### src/sv/sod_pkg.sv
// ----------------------------------------------------------------------------
// sod_pkg
// Shared types and constants of the segmentation overlap scorer: counter
// widths, score format, pixel classes, job and result records.
// ----------------------------------------------------------------------------
package sod_pkg;

  // Score format: unsigned fixed point, 1 << SCORE_FRAC_BITS is 1.0
  localparam int SCORE_FRAC_BITS = 16;
  localparam int SCORE_W         = SCORE_FRAC_BITS + 1;

  // Counter widths
  localparam int SLICE_CNT_W = 21;
  localparam int VOL_CNT_W   = 28;

  // Divider operand widths, sized for Dice: num = 2*TP, den = 2*TP + FP + FN
  localparam int NUM_W  = VOL_CNT_W + 1;
  localparam int DEN_W  = VOL_CNT_W + 2;
  localparam int DIV_W  = DEN_W + SCORE_FRAC_BITS;
  localparam int STEP_W = $clog2(SCORE_W);

  // Queue geometry shared by the job queue and the result queue
  localparam int QDEPTH = 2;
  localparam int PTR_W  = (QDEPTH > 1) ? $clog2(QDEPTH) : 1;
  localparam int CNT_W  = $clog2(QDEPTH + 1);

  localparam logic [7:0] CHANNEL_ON = 8'd255;

  // Result kinds
  localparam logic [1:0] KIND_PIXEL  = 2'd0;
  localparam logic [1:0] KIND_SLICE  = 2'd1;
  localparam logic [1:0] KIND_VOLUME = 2'd2;

  typedef enum logic [1:0] {
    CLS_TN,
    CLS_TP,
    CLS_FN,
    CLS_FP
  } pix_class_e;

  typedef enum logic [2:0] {
    B_IDLE,
    B_DICE_GO,
    B_DICE_WAIT,
    B_JAC_GO,
    B_JAC_WAIT,
    B_EMIT
  } back_state_e;

  typedef struct packed {
    logic [SLICE_CNT_W-1:0] tp;
    logic [SLICE_CNT_W-1:0] fp;
    logic [SLICE_CNT_W-1:0] tn;
    logic [SLICE_CNT_W-1:0] fn;
  } slice_cnt_t;

  typedef struct packed {
    logic [VOL_CNT_W-1:0] tp;
    logic [VOL_CNT_W-1:0] fp;
    logic [VOL_CNT_W-1:0] tn;
    logic [VOL_CNT_W-1:0] fn;
  } vol_cnt_t;

  // One classified pixel with the counter snapshot taken after counting it
  typedef struct packed {
    pix_class_e cls;
    logic       slice_end;
    logic       volume_end;
    slice_cnt_t slice_cnt;
    vol_cnt_t   vol_cnt;
  } job_t;

  typedef struct packed {
    logic             start;
    logic [NUM_W-1:0] num;
    logic [DEN_W-1:0] den;
  } div_req_t;

  typedef struct packed {
    logic               busy;
    logic               done;
    logic [SCORE_W-1:0] quot;
  } div_rsp_t;

  typedef struct packed {
    logic [1:0]           kind;
    logic [7:0]           blue;
    logic [7:0]           green;
    logic [7:0]           red;
    logic [VOL_CNT_W-1:0] tp;
    logic [VOL_CNT_W-1:0] fp;
    logic [VOL_CNT_W-1:0] tn;
    logic [VOL_CNT_W-1:0] fn;
    logic [SCORE_W-1:0]   dice;
    logic [SCORE_W-1:0]   jac;
    logic                 valid;
    logic                 last;
  } result_t;

endpackage

### src/sv/sod_front.sv
// ----------------------------------------------------------------------------
// sod_front
// Accepts pixel pairs, classifies them, keeps the saturating slice and
// volume counters and hands one job per pixel to the job queue.
// ----------------------------------------------------------------------------
module sod_front import sod_pkg::*; (
  input  logic        clk_i,
  input  logic        rst_ni,
  input  logic [15:0] segmented_value_i,
  input  logic [15:0] truth_value_i,
  input  logic        slice_end_i,
  input  logic        volume_end_i,
  input  logic        push_i,
  output logic        full_o,
  output logic        q_push_o,
  output job_t        q_job_o,
  input  logic        q_full_i
);

  slice_cnt_t slice_q, slice_d, slice_upd;
  vol_cnt_t   vol_q, vol_d, vol_upd;
  pix_class_e cls;
  logic       seg_pos, gt_pos, accept;

  function automatic logic [SLICE_CNT_W-1:0] sat_slice(input logic [SLICE_CNT_W-1:0] v);
    return (&v) ? v : v + SLICE_CNT_W'(1);
  endfunction

  function automatic logic [VOL_CNT_W-1:0] sat_vol(input logic [VOL_CNT_W-1:0] v);
    return (&v) ? v : v + VOL_CNT_W'(1);
  endfunction

  assign accept   = push_i && !q_full_i;
  assign full_o   = q_full_i;
  assign q_push_o = accept;

  // Classify the pixel pair
  assign seg_pos = |segmented_value_i;
  assign gt_pos  = |truth_value_i;

  always_comb begin
    if (gt_pos && seg_pos) begin
      cls = CLS_TP;
    end else if (gt_pos) begin
      cls = CLS_FN;
    end else if (seg_pos) begin
      cls = CLS_FP;
    end else begin
      cls = CLS_TN;
    end
  end

  // Count the pixel, build the job, clear counters after their summary
  always_comb begin
    slice_upd = slice_q;
    vol_upd   = vol_q;
    case (cls)
      CLS_TP: begin
        slice_upd.tp = sat_slice(slice_q.tp);
        vol_upd.tp   = sat_vol(vol_q.tp);
      end
      CLS_FN: begin
        slice_upd.fn = sat_slice(slice_q.fn);
        vol_upd.fn   = sat_vol(vol_q.fn);
      end
      CLS_FP: begin
        slice_upd.fp = sat_slice(slice_q.fp);
        vol_upd.fp   = sat_vol(vol_q.fp);
      end
      default: begin
        slice_upd.tn = sat_slice(slice_q.tn);
        vol_upd.tn   = sat_vol(vol_q.tn);
      end
    endcase

    q_job_o.cls        = cls;
    q_job_o.slice_end  = slice_end_i;
    q_job_o.volume_end = volume_end_i;
    q_job_o.slice_cnt  = slice_upd;
    q_job_o.vol_cnt    = vol_upd;

    slice_d = slice_q;
    vol_d   = vol_q;
    if (accept) begin
      slice_d = (slice_end_i || volume_end_i) ? '0 : slice_upd;
      vol_d   = volume_end_i ? '0 : vol_upd;
    end
  end

  always_ff @(posedge clk_i or negedge rst_ni) begin
    if (!rst_ni) begin
      slice_q <= '0;
      vol_q   <= '0;
    end else begin
      slice_q <= slice_d;
      vol_q   <= vol_d;
    end
  end

endmodule

### src/sv/sod_job_queue.sv
// ----------------------------------------------------------------------------
// sod_job_queue
// Short first-in first-out queue of classified pixel jobs between the
// front and the back.
// ----------------------------------------------------------------------------
module sod_job_queue import sod_pkg::*; (
  input  logic clk_i,
  input  logic rst_ni,
  input  logic push_i,
  input  job_t job_i,
  output logic full_o,
  input  logic pop_i,
  output logic empty_o,
  output job_t job_o
);

  job_t             mem_q [QDEPTH];
  logic [PTR_W-1:0] wr_ptr_q, rd_ptr_q;
  logic [CNT_W-1:0] cnt_q;
  logic             do_push, do_pop;

  function automatic logic [PTR_W-1:0] ptr_next(input logic [PTR_W-1:0] p);
    return (p == PTR_W'(QDEPTH - 1)) ? '0 : p + PTR_W'(1);
  endfunction

  assign full_o  = (cnt_q == CNT_W'(QDEPTH));
  assign empty_o = (cnt_q == '0);
  assign do_push = push_i && !full_o;
  assign do_pop  = pop_i && !empty_o;
  assign job_o   = mem_q[rd_ptr_q];

  // Store the job
  always_ff @(posedge clk_i) begin
    if (do_push) begin
      mem_q[wr_ptr_q] <= job_i;
    end
  end

  // Advance pointers and fill count
  always_ff @(posedge clk_i or negedge rst_ni) begin
    if (!rst_ni) begin
      wr_ptr_q <= '0;
      rd_ptr_q <= '0;
      cnt_q    <= '0;
    end else begin
      if (do_push) begin
        wr_ptr_q <= ptr_next(wr_ptr_q);
      end
      if (do_pop) begin
        rd_ptr_q <= ptr_next(rd_ptr_q);
      end
      if (do_push && !do_pop) begin
        cnt_q <= cnt_q + CNT_W'(1);
      end else if (do_pop && !do_push) begin
        cnt_q <= cnt_q - CNT_W'(1);
      end
    end
  end

endmodule

### src/sv/sod_div.sv
// ----------------------------------------------------------------------------
// sod_div
// Restoring divider for the scores: ((num << SCORE_FRAC_BITS) + den/2) / den,
// one quotient bit per cycle, SCORE_W bits in all.
// ----------------------------------------------------------------------------
module sod_div import sod_pkg::*; (
  input  logic     clk_i,
  input  logic     rst_ni,
  input  div_req_t req_i,
  output div_rsp_t rsp_o
);

  logic [DIV_W-1:0]   rem_q, rem_d;
  logic [DIV_W-1:0]   dvs_q, dvs_d;
  logic [SCORE_W-1:0] quo_q, quo_d;
  logic [STEP_W-1:0]  cnt_q, cnt_d;
  logic               busy_q, busy_d;
  logic               done_q, done_d;
  logic               ge;

  assign ge = (rem_q >= dvs_q);

  // Load operands or take one quotient bit
  always_comb begin
    rem_d  = rem_q;
    dvs_d  = dvs_q;
    quo_d  = quo_q;
    cnt_d  = cnt_q;
    busy_d = busy_q;
    done_d = 1'b0;
    if (req_i.start) begin
      rem_d  = DIV_W'({req_i.num, SCORE_FRAC_BITS'(0)}) + DIV_W'(req_i.den >> 1);
      dvs_d  = {req_i.den, SCORE_FRAC_BITS'(0)};
      quo_d  = '0;
      cnt_d  = STEP_W'(SCORE_W - 1);
      busy_d = 1'b1;
    end else if (busy_q) begin
      if (ge) begin
        rem_d = rem_q - dvs_q;
      end
      quo_d = {quo_q[SCORE_W-2:0], ge};
      dvs_d = dvs_q >> 1;
      cnt_d = cnt_q - STEP_W'(1);
      if (cnt_q == '0) begin
        busy_d = 1'b0;
        done_d = 1'b1;
      end
    end
  end

  always_ff @(posedge clk_i) begin
    rem_q <= rem_d;
    dvs_q <= dvs_d;
    quo_q <= quo_d;
  end

  always_ff @(posedge clk_i or negedge rst_ni) begin
    if (!rst_ni) begin
      cnt_q  <= '0;
      busy_q <= 1'b0;
      done_q <= 1'b0;
    end else begin
      cnt_q  <= cnt_d;
      busy_q <= busy_d;
      done_q <= done_d;
    end
  end

  assign rsp_o.busy = busy_q;
  assign rsp_o.done = done_q;
  assign rsp_o.quot = quo_q;

  // A new division never starts on top of a running one
  assert property (@(posedge clk_i) disable iff (!rst_ni) req_i.start |-> !busy_q)
    else $error("divider started while busy");

  // The last step is followed by the done pulse
  assert property (@(posedge clk_i) disable iff (!rst_ni)
                   (busy_q && !req_i.start && cnt_q == '0) |=> (done_q && !busy_q))
    else $error("divider missed its done pulse");

endmodule

### src/sv/sod_back.sv
// ----------------------------------------------------------------------------
// sod_back
// Takes classified jobs, emits the overlay pixel and, at slice and volume
// ends, runs the shared divider for Dice and Jaccard and emits summaries.
// Results wait in a short output queue.
// ----------------------------------------------------------------------------
module sod_back import sod_pkg::*; (
  input  logic     clk_i,
  input  logic     rst_ni,
  input  job_t     job_i,
  input  logic     job_empty_i,
  output logic     job_pop_o,
  output div_req_t div_req_o,
  input  div_rsp_t div_rsp_i,
  input  logic     pop_i,
  output logic     empty_o,
  output result_t  res_o
);

  back_state_e        state_q, state_d;
  job_t               job_q, job_d;
  logic               sel_vol_q, sel_vol_d;
  logic [SCORE_W-1:0] dice_q, dice_d, jac_q, jac_d;

  result_t            res_mem_q [QDEPTH];
  logic [PTR_W-1:0]   res_wr_q, res_rd_q;
  logic [CNT_W-1:0]   res_cnt_q;
  logic               res_full, res_push, res_pop;
  result_t            res_new;

  logic [VOL_CNT_W-1:0] sel_tp, sel_fp, sel_tn, sel_fn;
  logic [DEN_W-1:0]     den_j, den_d;
  logic                 ratio_ok;

  function automatic logic [PTR_W-1:0] ptr_next(input logic [PTR_W-1:0] p);
    return (p == PTR_W'(QDEPTH - 1)) ? '0 : p + PTR_W'(1);
  endfunction

  // Pick the counts of the summary in progress
  always_comb begin
    if (sel_vol_q) begin
      sel_tp = job_q.vol_cnt.tp;
      sel_fp = job_q.vol_cnt.fp;
      sel_tn = job_q.vol_cnt.tn;
      sel_fn = job_q.vol_cnt.fn;
    end else begin
      sel_tp = VOL_CNT_W'(job_q.slice_cnt.tp);
      sel_fp = VOL_CNT_W'(job_q.slice_cnt.fp);
      sel_tn = VOL_CNT_W'(job_q.slice_cnt.tn);
      sel_fn = VOL_CNT_W'(job_q.slice_cnt.fn);
    end
  end

  assign den_j    = DEN_W'(sel_tp) + DEN_W'(sel_fp) + DEN_W'(sel_fn);
  assign den_d    = den_j + DEN_W'(sel_tp);
  assign ratio_ok = (den_j != '0);

  assign res_full = (res_cnt_q == CNT_W'(QDEPTH));
  assign empty_o  = (res_cnt_q == '0);
  assign res_pop  = pop_i && !empty_o;
  assign res_o    = res_mem_q[res_rd_q];

  // Sequence pixels and summaries
  always_comb begin
    state_d         = state_q;
    job_d           = job_q;
    sel_vol_d       = sel_vol_q;
    dice_d          = dice_q;
    jac_d           = jac_q;
    job_pop_o       = 1'b0;
    res_push        = 1'b0;
    res_new         = '0;
    div_req_o.start = 1'b0;
    div_req_o.num   = {sel_tp, 1'b0};
    div_req_o.den   = den_d;
    unique case (state_q)
      B_IDLE: begin
        if (!job_empty_i && !res_full) begin
          job_pop_o    = 1'b1;
          res_push     = 1'b1;
          res_new.kind = KIND_PIXEL;
          case (job_i.cls)
            CLS_TP:  res_new.green = CHANNEL_ON;
            CLS_FN:  res_new.red   = CHANNEL_ON;
            CLS_FP:  res_new.blue  = CHANNEL_ON;
            default: res_new.blue  = 8'd0;
          endcase
          res_new.last = !(job_i.slice_end || job_i.volume_end);
          if (job_i.slice_end || job_i.volume_end) begin
            job_d     = job_i;
            sel_vol_d = !job_i.slice_end;
            state_d   = B_DICE_GO;
          end
        end
      end
      B_DICE_GO: begin
        div_req_o.start = 1'b1;
        state_d         = B_DICE_WAIT;
      end
      B_DICE_WAIT: begin
        if (div_rsp_i.done) begin
          dice_d  = div_rsp_i.quot;
          state_d = B_JAC_GO;
        end
      end
      B_JAC_GO: begin
        div_req_o.start = 1'b1;
        div_req_o.num   = NUM_W'(sel_tp);
        div_req_o.den   = den_j;
        state_d         = B_JAC_WAIT;
      end
      B_JAC_WAIT: begin
        if (div_rsp_i.done) begin
          jac_d   = div_rsp_i.quot;
          state_d = B_EMIT;
        end
      end
      B_EMIT: begin
        if (!res_full) begin
          res_push      = 1'b1;
          res_new.kind  = sel_vol_q ? KIND_VOLUME : KIND_SLICE;
          res_new.tp    = sel_tp;
          res_new.fp    = sel_fp;
          res_new.tn    = sel_tn;
          res_new.fn    = sel_fn;
          res_new.dice  = ratio_ok ? dice_q : '0;
          res_new.jac   = ratio_ok ? jac_q : '0;
          res_new.valid = ratio_ok;
          res_new.last  = sel_vol_q || !job_q.volume_end;
          if (!sel_vol_q && job_q.volume_end) begin
            sel_vol_d = 1'b1;
            state_d   = B_DICE_GO;
          end else begin
            state_d = B_IDLE;
          end
        end
      end
      default: state_d = B_IDLE;
    endcase
  end

  // Hold the job and scores, and write results into the output queue
  always_ff @(posedge clk_i) begin
    job_q  <= job_d;
    dice_q <= dice_d;
    jac_q  <= jac_d;
    if (res_push) begin
      res_mem_q[res_wr_q] <= res_new;
    end
  end

  always_ff @(posedge clk_i or negedge rst_ni) begin
    if (!rst_ni) begin
      state_q   <= B_IDLE;
      sel_vol_q <= 1'b0;
      res_wr_q  <= '0;
      res_rd_q  <= '0;
      res_cnt_q <= '0;
    end else begin
      state_q   <= state_d;
      sel_vol_q <= sel_vol_d;
      if (res_push) begin
        res_wr_q <= ptr_next(res_wr_q);
      end
      if (res_pop) begin
        res_rd_q <= ptr_next(res_rd_q);
      end
      if (res_push && !res_pop) begin
        res_cnt_q <= res_cnt_q + CNT_W'(1);
      end else if (res_pop && !res_push) begin
        res_cnt_q <= res_cnt_q - CNT_W'(1);
      end
    end
  end

  // A result is never written into a full queue
  assert property (@(posedge clk_i) disable iff (!rst_ni)
                   res_push |-> (res_cnt_q != CNT_W'(QDEPTH)))
    else $error("result queue overflow");

  // Divider results only arrive while a score is awaited
  assert property (@(posedge clk_i) disable iff (!rst_ni)
                   div_rsp_i.done |-> (state_q == B_DICE_WAIT || state_q == B_JAC_WAIT))
    else $error("unexpected divider result");

  // A new job is taken only once the previous one is finished
  assert property (@(posedge clk_i) disable iff (!rst_ni)
                   job_pop_o |-> (state_q == B_IDLE && !div_rsp_i.busy))
    else $error("job taken while busy");

endmodule

### src/sv/segmentation_overlap_scorer_core.sv
// ----------------------------------------------------------------------------
// segmentation_overlap_scorer_core
// Top level: pixel classifier and counters, job queue, summary sequencer
// with its divider and result queue.
// ----------------------------------------------------------------------------
// Each pushed pixel pair yields an overlay pixel (green true positive, red
// false negative, blue false positive, black otherwise); the last pixel of a
// slice adds a slice summary and the last pixel of a volume a volume summary,
// each with the four saturating counts, Dice and Jaccard in unsigned Q1.16 and
// ratio_valid low on a zero denominator. A plain pixel passes through the job
// queue and then the result queue, so pixels stream at one per cycle while
// results are popped and no summary is being computed. A summary runs the
// single restoring divider, which produces one quotient bit per cycle, 17 bits
// for Dice and then 17 for Jaccard, between its go, wait and emit states; a
// pixel ending both slice and volume costs two summaries. Up to two jobs and
// two results are buffered, so input keeps being accepted while a summary is
// computed until the job queue fills.
// ----------------------------------------------------------------------------
module segmentation_overlap_scorer_core import sod_pkg::*; (
  input  logic        clk_i,
  input  logic        rst_ni,
  input  logic [15:0] segmented_value_i,
  input  logic [15:0] truth_value_i,
  input  logic        slice_end_i,
  input  logic        volume_end_i,
  input  logic        push,
  output logic        full,
  output logic        empty,
  input  logic        pop,
  output logic [1:0]  result_kind_o,
  output logic [7:0]  blue_o,
  output logic [7:0]  green_o,
  output logic [7:0]  red_o,
  output logic [27:0] true_pos_o,
  output logic [27:0] false_pos_o,
  output logic [27:0] true_neg_o,
  output logic [27:0] false_neg_o,
  output logic [16:0] dice_score_o,
  output logic [16:0] jaccard_score_o,
  output logic        ratio_valid_o,
  output logic        last_o
);

  logic     q_push, q_full, q_empty, q_pop;
  job_t     q_job_in, q_job_out;
  div_req_t div_req;
  div_rsp_t div_rsp;
  result_t  res;

  sod_front u_front (
    .clk_i             (clk_i),
    .rst_ni            (rst_ni),
    .segmented_value_i (segmented_value_i),
    .truth_value_i     (truth_value_i),
    .slice_end_i       (slice_end_i),
    .volume_end_i      (volume_end_i),
    .push_i            (push),
    .full_o            (full),
    .q_push_o          (q_push),
    .q_job_o           (q_job_in),
    .q_full_i          (q_full)
  );

  sod_job_queue u_job_queue (
    .clk_i   (clk_i),
    .rst_ni  (rst_ni),
    .push_i  (q_push),
    .job_i   (q_job_in),
    .full_o  (q_full),
    .pop_i   (q_pop),
    .empty_o (q_empty),
    .job_o   (q_job_out)
  );

  sod_div u_div (
    .clk_i  (clk_i),
    .rst_ni (rst_ni),
    .req_i  (div_req),
    .rsp_o  (div_rsp)
  );

  sod_back u_back (
    .clk_i       (clk_i),
    .rst_ni      (rst_ni),
    .job_i       (q_job_out),
    .job_empty_i (q_empty),
    .job_pop_o   (q_pop),
    .div_req_o   (div_req),
    .div_rsp_i   (div_rsp),
    .pop_i       (pop),
    .empty_o     (empty),
    .res_o       (res)
  );

  // Drive the result ports
  assign result_kind_o   = res.kind;
  assign blue_o          = res.blue;
  assign green_o         = res.green;
  assign red_o           = res.red;
  assign true_pos_o      = res.tp;
  assign false_pos_o     = res.fp;
  assign true_neg_o      = res.tn;
  assign false_neg_o     = res.fn;
  assign dice_score_o    = res.dice;
  assign jaccard_score_o = res.jac;
  assign ratio_valid_o   = res.valid;
  assign last_o          = res.last;

endmodule

### config.mk
export PLATFORM = sky130hd
export DESIGN_NAME = segmentation_overlap_scorer_core
export DESIGN_NICKNAME = d
export VERILOG_FILES = /design/src/sv/sod_pkg.sv /design/src/sv/sod_front.sv /design/src/sv/sod_job_queue.sv /design/src/sv/sod_div.sv /design/src/sv/sod_back.sv /design/src/sv/segmentation_overlap_scorer_core.sv
export SDC_FILE = /design/constraint.sdc
export NUM_CORES = 2
export LEC_CHECK = 0
export BUFFER_PORTS_ARGS = -buffer_cell sky130_fd_sc_hd__buf_2
export CAP_MARGIN = 0
export CORE_ASPECT_RATIO = 0.5
export CORE_MARGIN = 4
export CORE_UTILIZATION = 45
export CTS_BUF_LIST = sky130_fd_sc_hd__clkbuf_16
export DETAILED_ROUTE_END_ITERATION = 16
export PLACE_DENSITY = 0.68
export SYNTH_ARGS = -nofsm -noshare
export SYNTH_HDL_FRONTEND = slang
export SYNTH_HIERARCHICAL = 1
export SYNTH_SLANG_ARGS = --single-unit
### constraint.sdc
create_clock -name clk_i -period 12.85 [get_ports clk_i]
set_clock_uncertainty 0.05 [all_clocks]
set_input_delay 0.6425 -clock clk_i [delete_from_list [all_inputs] [get_ports clk_i]]
set_output_delay 0.6425 -clock clk_i [all_outputs]
set_load 0.005 [all_outputs]
# Word level (Yosys, flattened, before mapping)
# Memories as Yosys holds them, arrays and structs flattened.
# Index checks and enable logic that the tools add are counted.
totals:
  ramBits: 748
  register_bits: 555
  wordCells: 214
  n_memories: 2
op_classes:
  eq_ne: 19
  mux: 82
  add_sub_neg: 22
  order_cmp: 1
  n_reduce_logical: 54
memory_table:
  columns: ["memory", "depth", "width", "read_ports", "rd_clocked_by_memory_dff", "wr", "line_no", "rtl"]
  rows:
  - ["u_job_queue.mem_q", 2, 200, 1, 0, 1, "sod_job_queue.sv:17", "job_t mem_q [QDEPTH];"]
  - ["u_back.res_mem_q", 2, 174, 1, 0, 1, "sod_back.sv:25", "result_t res_mem_q [QDEPTH];"]
ops:
  columns: ["op", "count"]
  rows:
  - ["28-bit 2-to-1 mux", 12]
  - ["46-bit 2-to-1 mux", 5]
  - ["21-bit 2-to-1 mux", 8]
  - ["148-bit 2-to-1 mux", 1]
  - ["147-bit 2-to-1 mux", 1]
  - ["28-bit by 1-bit adder with 28-bit output (second input constant)", 4]
  - ["112-bit 2-to-1 mux", 1]
  - ["28-bit AND reduction", 4]
  - ["21-bit by 1-bit adder with 21-bit output (second input constant)", 4]
  - ["84-bit 2-to-1 mux", 1]
  - ["21-bit AND reduction", 4]
  - ["30-bit by 28-bit adder with 30-bit output", 2]
  - ["59-bit 2-to-1 mux", 1]
  - ["24-bit 2-to-1 mux", 2]
  - ["45-bit by 29-bit adder with 46-bit output", 1]
  - ["46-bit greater-or-equal comparator", 1]
  - ["46-bit subtractor", 1]
  - ["17-bit 2-to-1 mux", 2]
  - ["16-bit OR reduction", 2]
  - ["30-bit nonzero test", 1]
  - ["28-bit by 28-bit adder with 29-bit output", 1]
  - ["1-bit 2-to-1 mux", 24]
  - ["8-bit 2-to-1 mux", 3]
  - ["2-bit 2-to-1 mux", 9]
  - ["28 further kinds", 83]

# Logic depth before layout (Yosys ltp)
depth:
  depth_word: 9
  ltp_mapped: 34
  ltp_nobuf: 31

# Hierarchy
# The synthesis kept the hierarchy.
by_module_without_submodules:
  columns: ["module", "area_each_um2", "cells_per_inst", "seq_area_each_um2", "n_inst"]
  rows:
  - ["sod_back", 25429.4, 1800, 16325.7, 1]
  - ["sod_job_queue", 14701.6, 641, 12111.6, 1]
  - ["sod_front", 14690.3, 1788, 4904.7, 1]
  - ["sod_div", 8341.8, 944, 3118.0, 1]

# Worst setup path before layout
# Ideal clock, no wire load.
synth_path:
  kind: "flip-flop to flip-flop"
  from: "reg u_job_queue.cnt_q[0]"
  to: "mem u_job_queue/mem_q[0][0] in the netlist's numbering, enable pin"
  setup_time_ns: 0.764
  t_arrival_ns: 9.990
  path_stages_with_launch: 10
  path_slack_ns: 2.046
  synth_period_minus_slack_ns: 10.804
  t_required_ns: 12.036
  path_cell_list: "dfrtp_1 > nand2b_1 > inv_1 > nand2b_1 > clkbuf_1 > clkinv_1 > clkbuf_1 > clkbuf_1 > nand2_1 > nor2_1"
synth_via:
  elab_chain_cells: 6
synth_lines:
  columns: ["item", "line_no", "rtl"]
  rows:
  - ["from (decl)", "sod_job_queue.sv:19", "logic [CNT_W-1:0] cnt_q;"]
  - ["from (signal assigned)", "sod_job_queue.sv:53", "cnt_q <= cnt_q + CNT_W'(1);"]
  - ["from (signal assigned)", "sod_job_queue.sv:55", "cnt_q <= cnt_q - CNT_W'(1);"]
  - ["2-bit equality test", "sod_job_queue.sv:26", "assign full_o = (cnt_q == CNT_W'(QDEPTH));"]
  - ["net q_full", "segmentation_overlap_scorer_core.sv:44", "logic q_push, q_full, q_empty, q_pop;"]
  - ["1-bit zero test", "sod_front.sv:33", "assign accept = push_i && !q_full_i;"]
  - ["1-bit logical AND", "sod_front.sv:33", null]
  - ["net q_push", "segmentation_overlap_scorer_core.sv:44", null]
  - ["1-bit logical AND", "sod_job_queue.sv:28", "assign do_push = push_i && !full_o;"]
  - ["1-bit 2-to-1 mux", "sod_job_queue.sv:34", "if (do_push) begin"]
  - ["1-bit 2-to-1 mux (implied by the code)", "sod_job_queue.sv:35", "mem_q[wr_ptr_q] <= job_i;"]
  - ["to (decl)", "sod_job_queue.sv:17", null]
# The timed path passes the listed nets, and every way through them passes these cells.

==> impl_metrics.env <==
export IMPL_r2r_cells=31
export IMPL_instances_no_fill=7226
export IMPL_htreeDepth=3
export IMPL_multiInputGateArea_sq_um=24600
export IMPL_cts_setup_buffers=0
export IMPL_place_congestion=0.957
export IMPL_antenna_found_initial=5
export IMPL_clockRootBuffer="clkbuf_16"
export IMPL_dr_pass1_iters=7
export IMPL_slew_headroom=0.0490
export IMPL_cap_violations=0
export IMPL_critical_path_max_stage_delay_ns=0.66
export IMPL_die_height_um=273
export IMPL_max_freq_mhz=108
export IMPL_cts_sinks=1261
export IMPL_status="complete, no violations"
export IMPL_yosysWarningCount=6
export IMPL_hold_violations=0
export IMPL_post_route_period_util=0.720
export IMPL_initial_core_util=0.457
export IMPL_fin_tns_setup_ns=0
export IMPL_grt_pass1_wl_mm=252
export IMPL_cts_tree="yes"
export IMPL_maxSlewViolCount=0
export IMPL_endpoint_kind="register"
export IMPL_netlist_area_sq_um=63200
export IMPL_drc=0
export IMPL_numCtsBuffers=114
export IMPL_rsz0062_at_grt="false"
export IMPL_cp_required_ns=13.36
export IMPL_dp_cells=7007
export IMPL_grt_pass1_vias=40900
export IMPL_clock_path_buffers=3
export IMPL_detail_route_wl_per_cell_um=22.9
export IMPL_wl_mm=165
export IMPL_nets=5464
export IMPL_tightest_slew_ns=1.41
export IMPL_num_fill_cells=11700
export IMPL_grt_max_degree=105
export IMPL_fin_crit_ns=9.25
export IMPL_cpMostUsedCell="a21oi_1"
export IMPL_first_iter_violations=4869
export IMPL_grt_total_usage=0.221
export IMPL_area_growth_pct=10.0
export IMPL_avgSynthCellArea_sq_um=12.2
export IMPL_grt_overflow=0
export IMPL_ios=214
export IMPL_core_sq_um=138000
export IMPL_worstHoldPathCells=1
export IMPL_drive_gt1_frac=0.185
export IMPL_crit_fanout=96
export IMPL_arrival_ns=9.76
export IMPL_netlist_instances=5172
export IMPL_rows=96
export IMPL_die_w_um=538
export IMPL_port_buffer_count=213
export IMPL_critical_path_slowest_cell="dfrtp_4"
export IMPL_drtAntennaViolNets=0
export IMPL_hpwl_mm=115
export IMPL_die_area_sq_um=147000
export IMPL_cp_start_kind="register"
export IMPL_finalSetupViolCount=0
export IMPL_path_clk_slew_ns=0.07
export IMPL_clk_latency_ns=0.74
export IMPL_syn_nets=5374
export IMPL_vias_per_cell=5.87
export IMPL_hold_path_class="in -> reg"
export IMPL_area_sequential_sq_um=36500
export IMPL_vias=42400
export IMPL_worstSetupPathType="reg -> reg"
==> worst max-delay path: cells and delay by family (launching register included) <==
family                   cells  cell delay, ns
AND/OR/NAND/NOR              7            1.60
adder cells (fa/ha/maj)      4            1.75
flip-flops                   1            0.66
buffers and inverters        3            0.82
AO/OA/AOI/OAI               14            3.30
multiplexers                 1            0.46
XOR/XNOR                     2            0.37
==> routing by layer <==
metal,wire (um),track usage,share of wire,vias to the layer above
li1,-,-,-,19500
met1,74300,0.321,0.45,21300
met2,77200,0.353,0.47,1432
met3,10100,0.0303,0.061,223
met4,3630,0.0496,0.022,0
met5,0,0,0,-
==> sequential cells by signal (all words and copies together) (netlist names), 5 cells and up <==
register,flops
u_div/quo_q,17
u_job_queue/mem_q,400
u_back/res_mem_q,306
u_back/dice_q,17
u_div/cnt_q,5
u_back/jac_q,17
u_div/dvs_q,46
u_div/rem_q,46
u_front/slice_q,84
u_front/vol_q,112
u_back/job_q,197
==> timing repair <==
| action | CTS | global route |
|---|---|---|
| endpoints found under the hold margin | 78 | 0 |
| hold buffers | 1 | 0 |
| resized for setup | 0 | 0 |
==> worst paths after layout <==
check,start,to,slack [ns]
max in group asynchronous,rst_ni,u_front/slice_q[60]$_DFFE_PN0P_,10.64
max reg2reg,u_back/sel_vol_q$_DFFE_PN0P_,u_div/rem_q[44]$_DFFE_PP_,3.60
min reg2reg,u_div/quo_q[16]$_SDFFE_PP0P_,u_back/dice_q[16]$_DFFE_PP_,0.42
max,u_back/sel_vol_q$_DFFE_PN0P_,u_div/rem_q[44]$_DFFE_PP_,3.60
min in group asynchronous,rst_ni,u_front/slice_q[21]$_DFFE_PN0P_,0.53
min,slice_end_i,u_job_queue/mem_q[1][197]$_DFFE_PP_,0.14
==> through the flow <==
stage	hold WS (ns)	cell area, sq um	setup WS, ns	utilization
CTS	0.0841	69500	3.67	0.503
floorplan	0.297	63200	2.05	-
global placement	0.405	65600	3.82	0.475
finish	0.137	69500	3.60	0.503
detailed placement	0.412	65600	3.71	0.475
global route	0.100	69500	2.91	0.503
==> cell usage in the layout (no fill, tap or decap), drive strengths merged, types with 97 or more instances in the layout <==
cell    instances
clkbuf        115
ha            132
edfxtp       1013
xnor2         193
nand2         437
nand3         115
mux2          409
buf           264
nor2          347
and2           97
dfrtp         215
o21ai         197
a21oi         233
inv           228
==> cell type report <==
type | count | area share
Antenna cell | 2 | 0.0000720
Clock buffer | 115 | 0.0414
Clock inverter | 101 | 0.0141
Inverter | 199 | 0.0107
Multi-Input combinational cell | 3421 | 0.354
Sequential cell | 1261 | 0.525
Tap cell | 1862 | 0.0335
Timing Repair Buffer | 265 | 0.0213
Power is not shown: default switching activity piles up to over one toggle a cycle in this logic, so the estimate is an artifact.
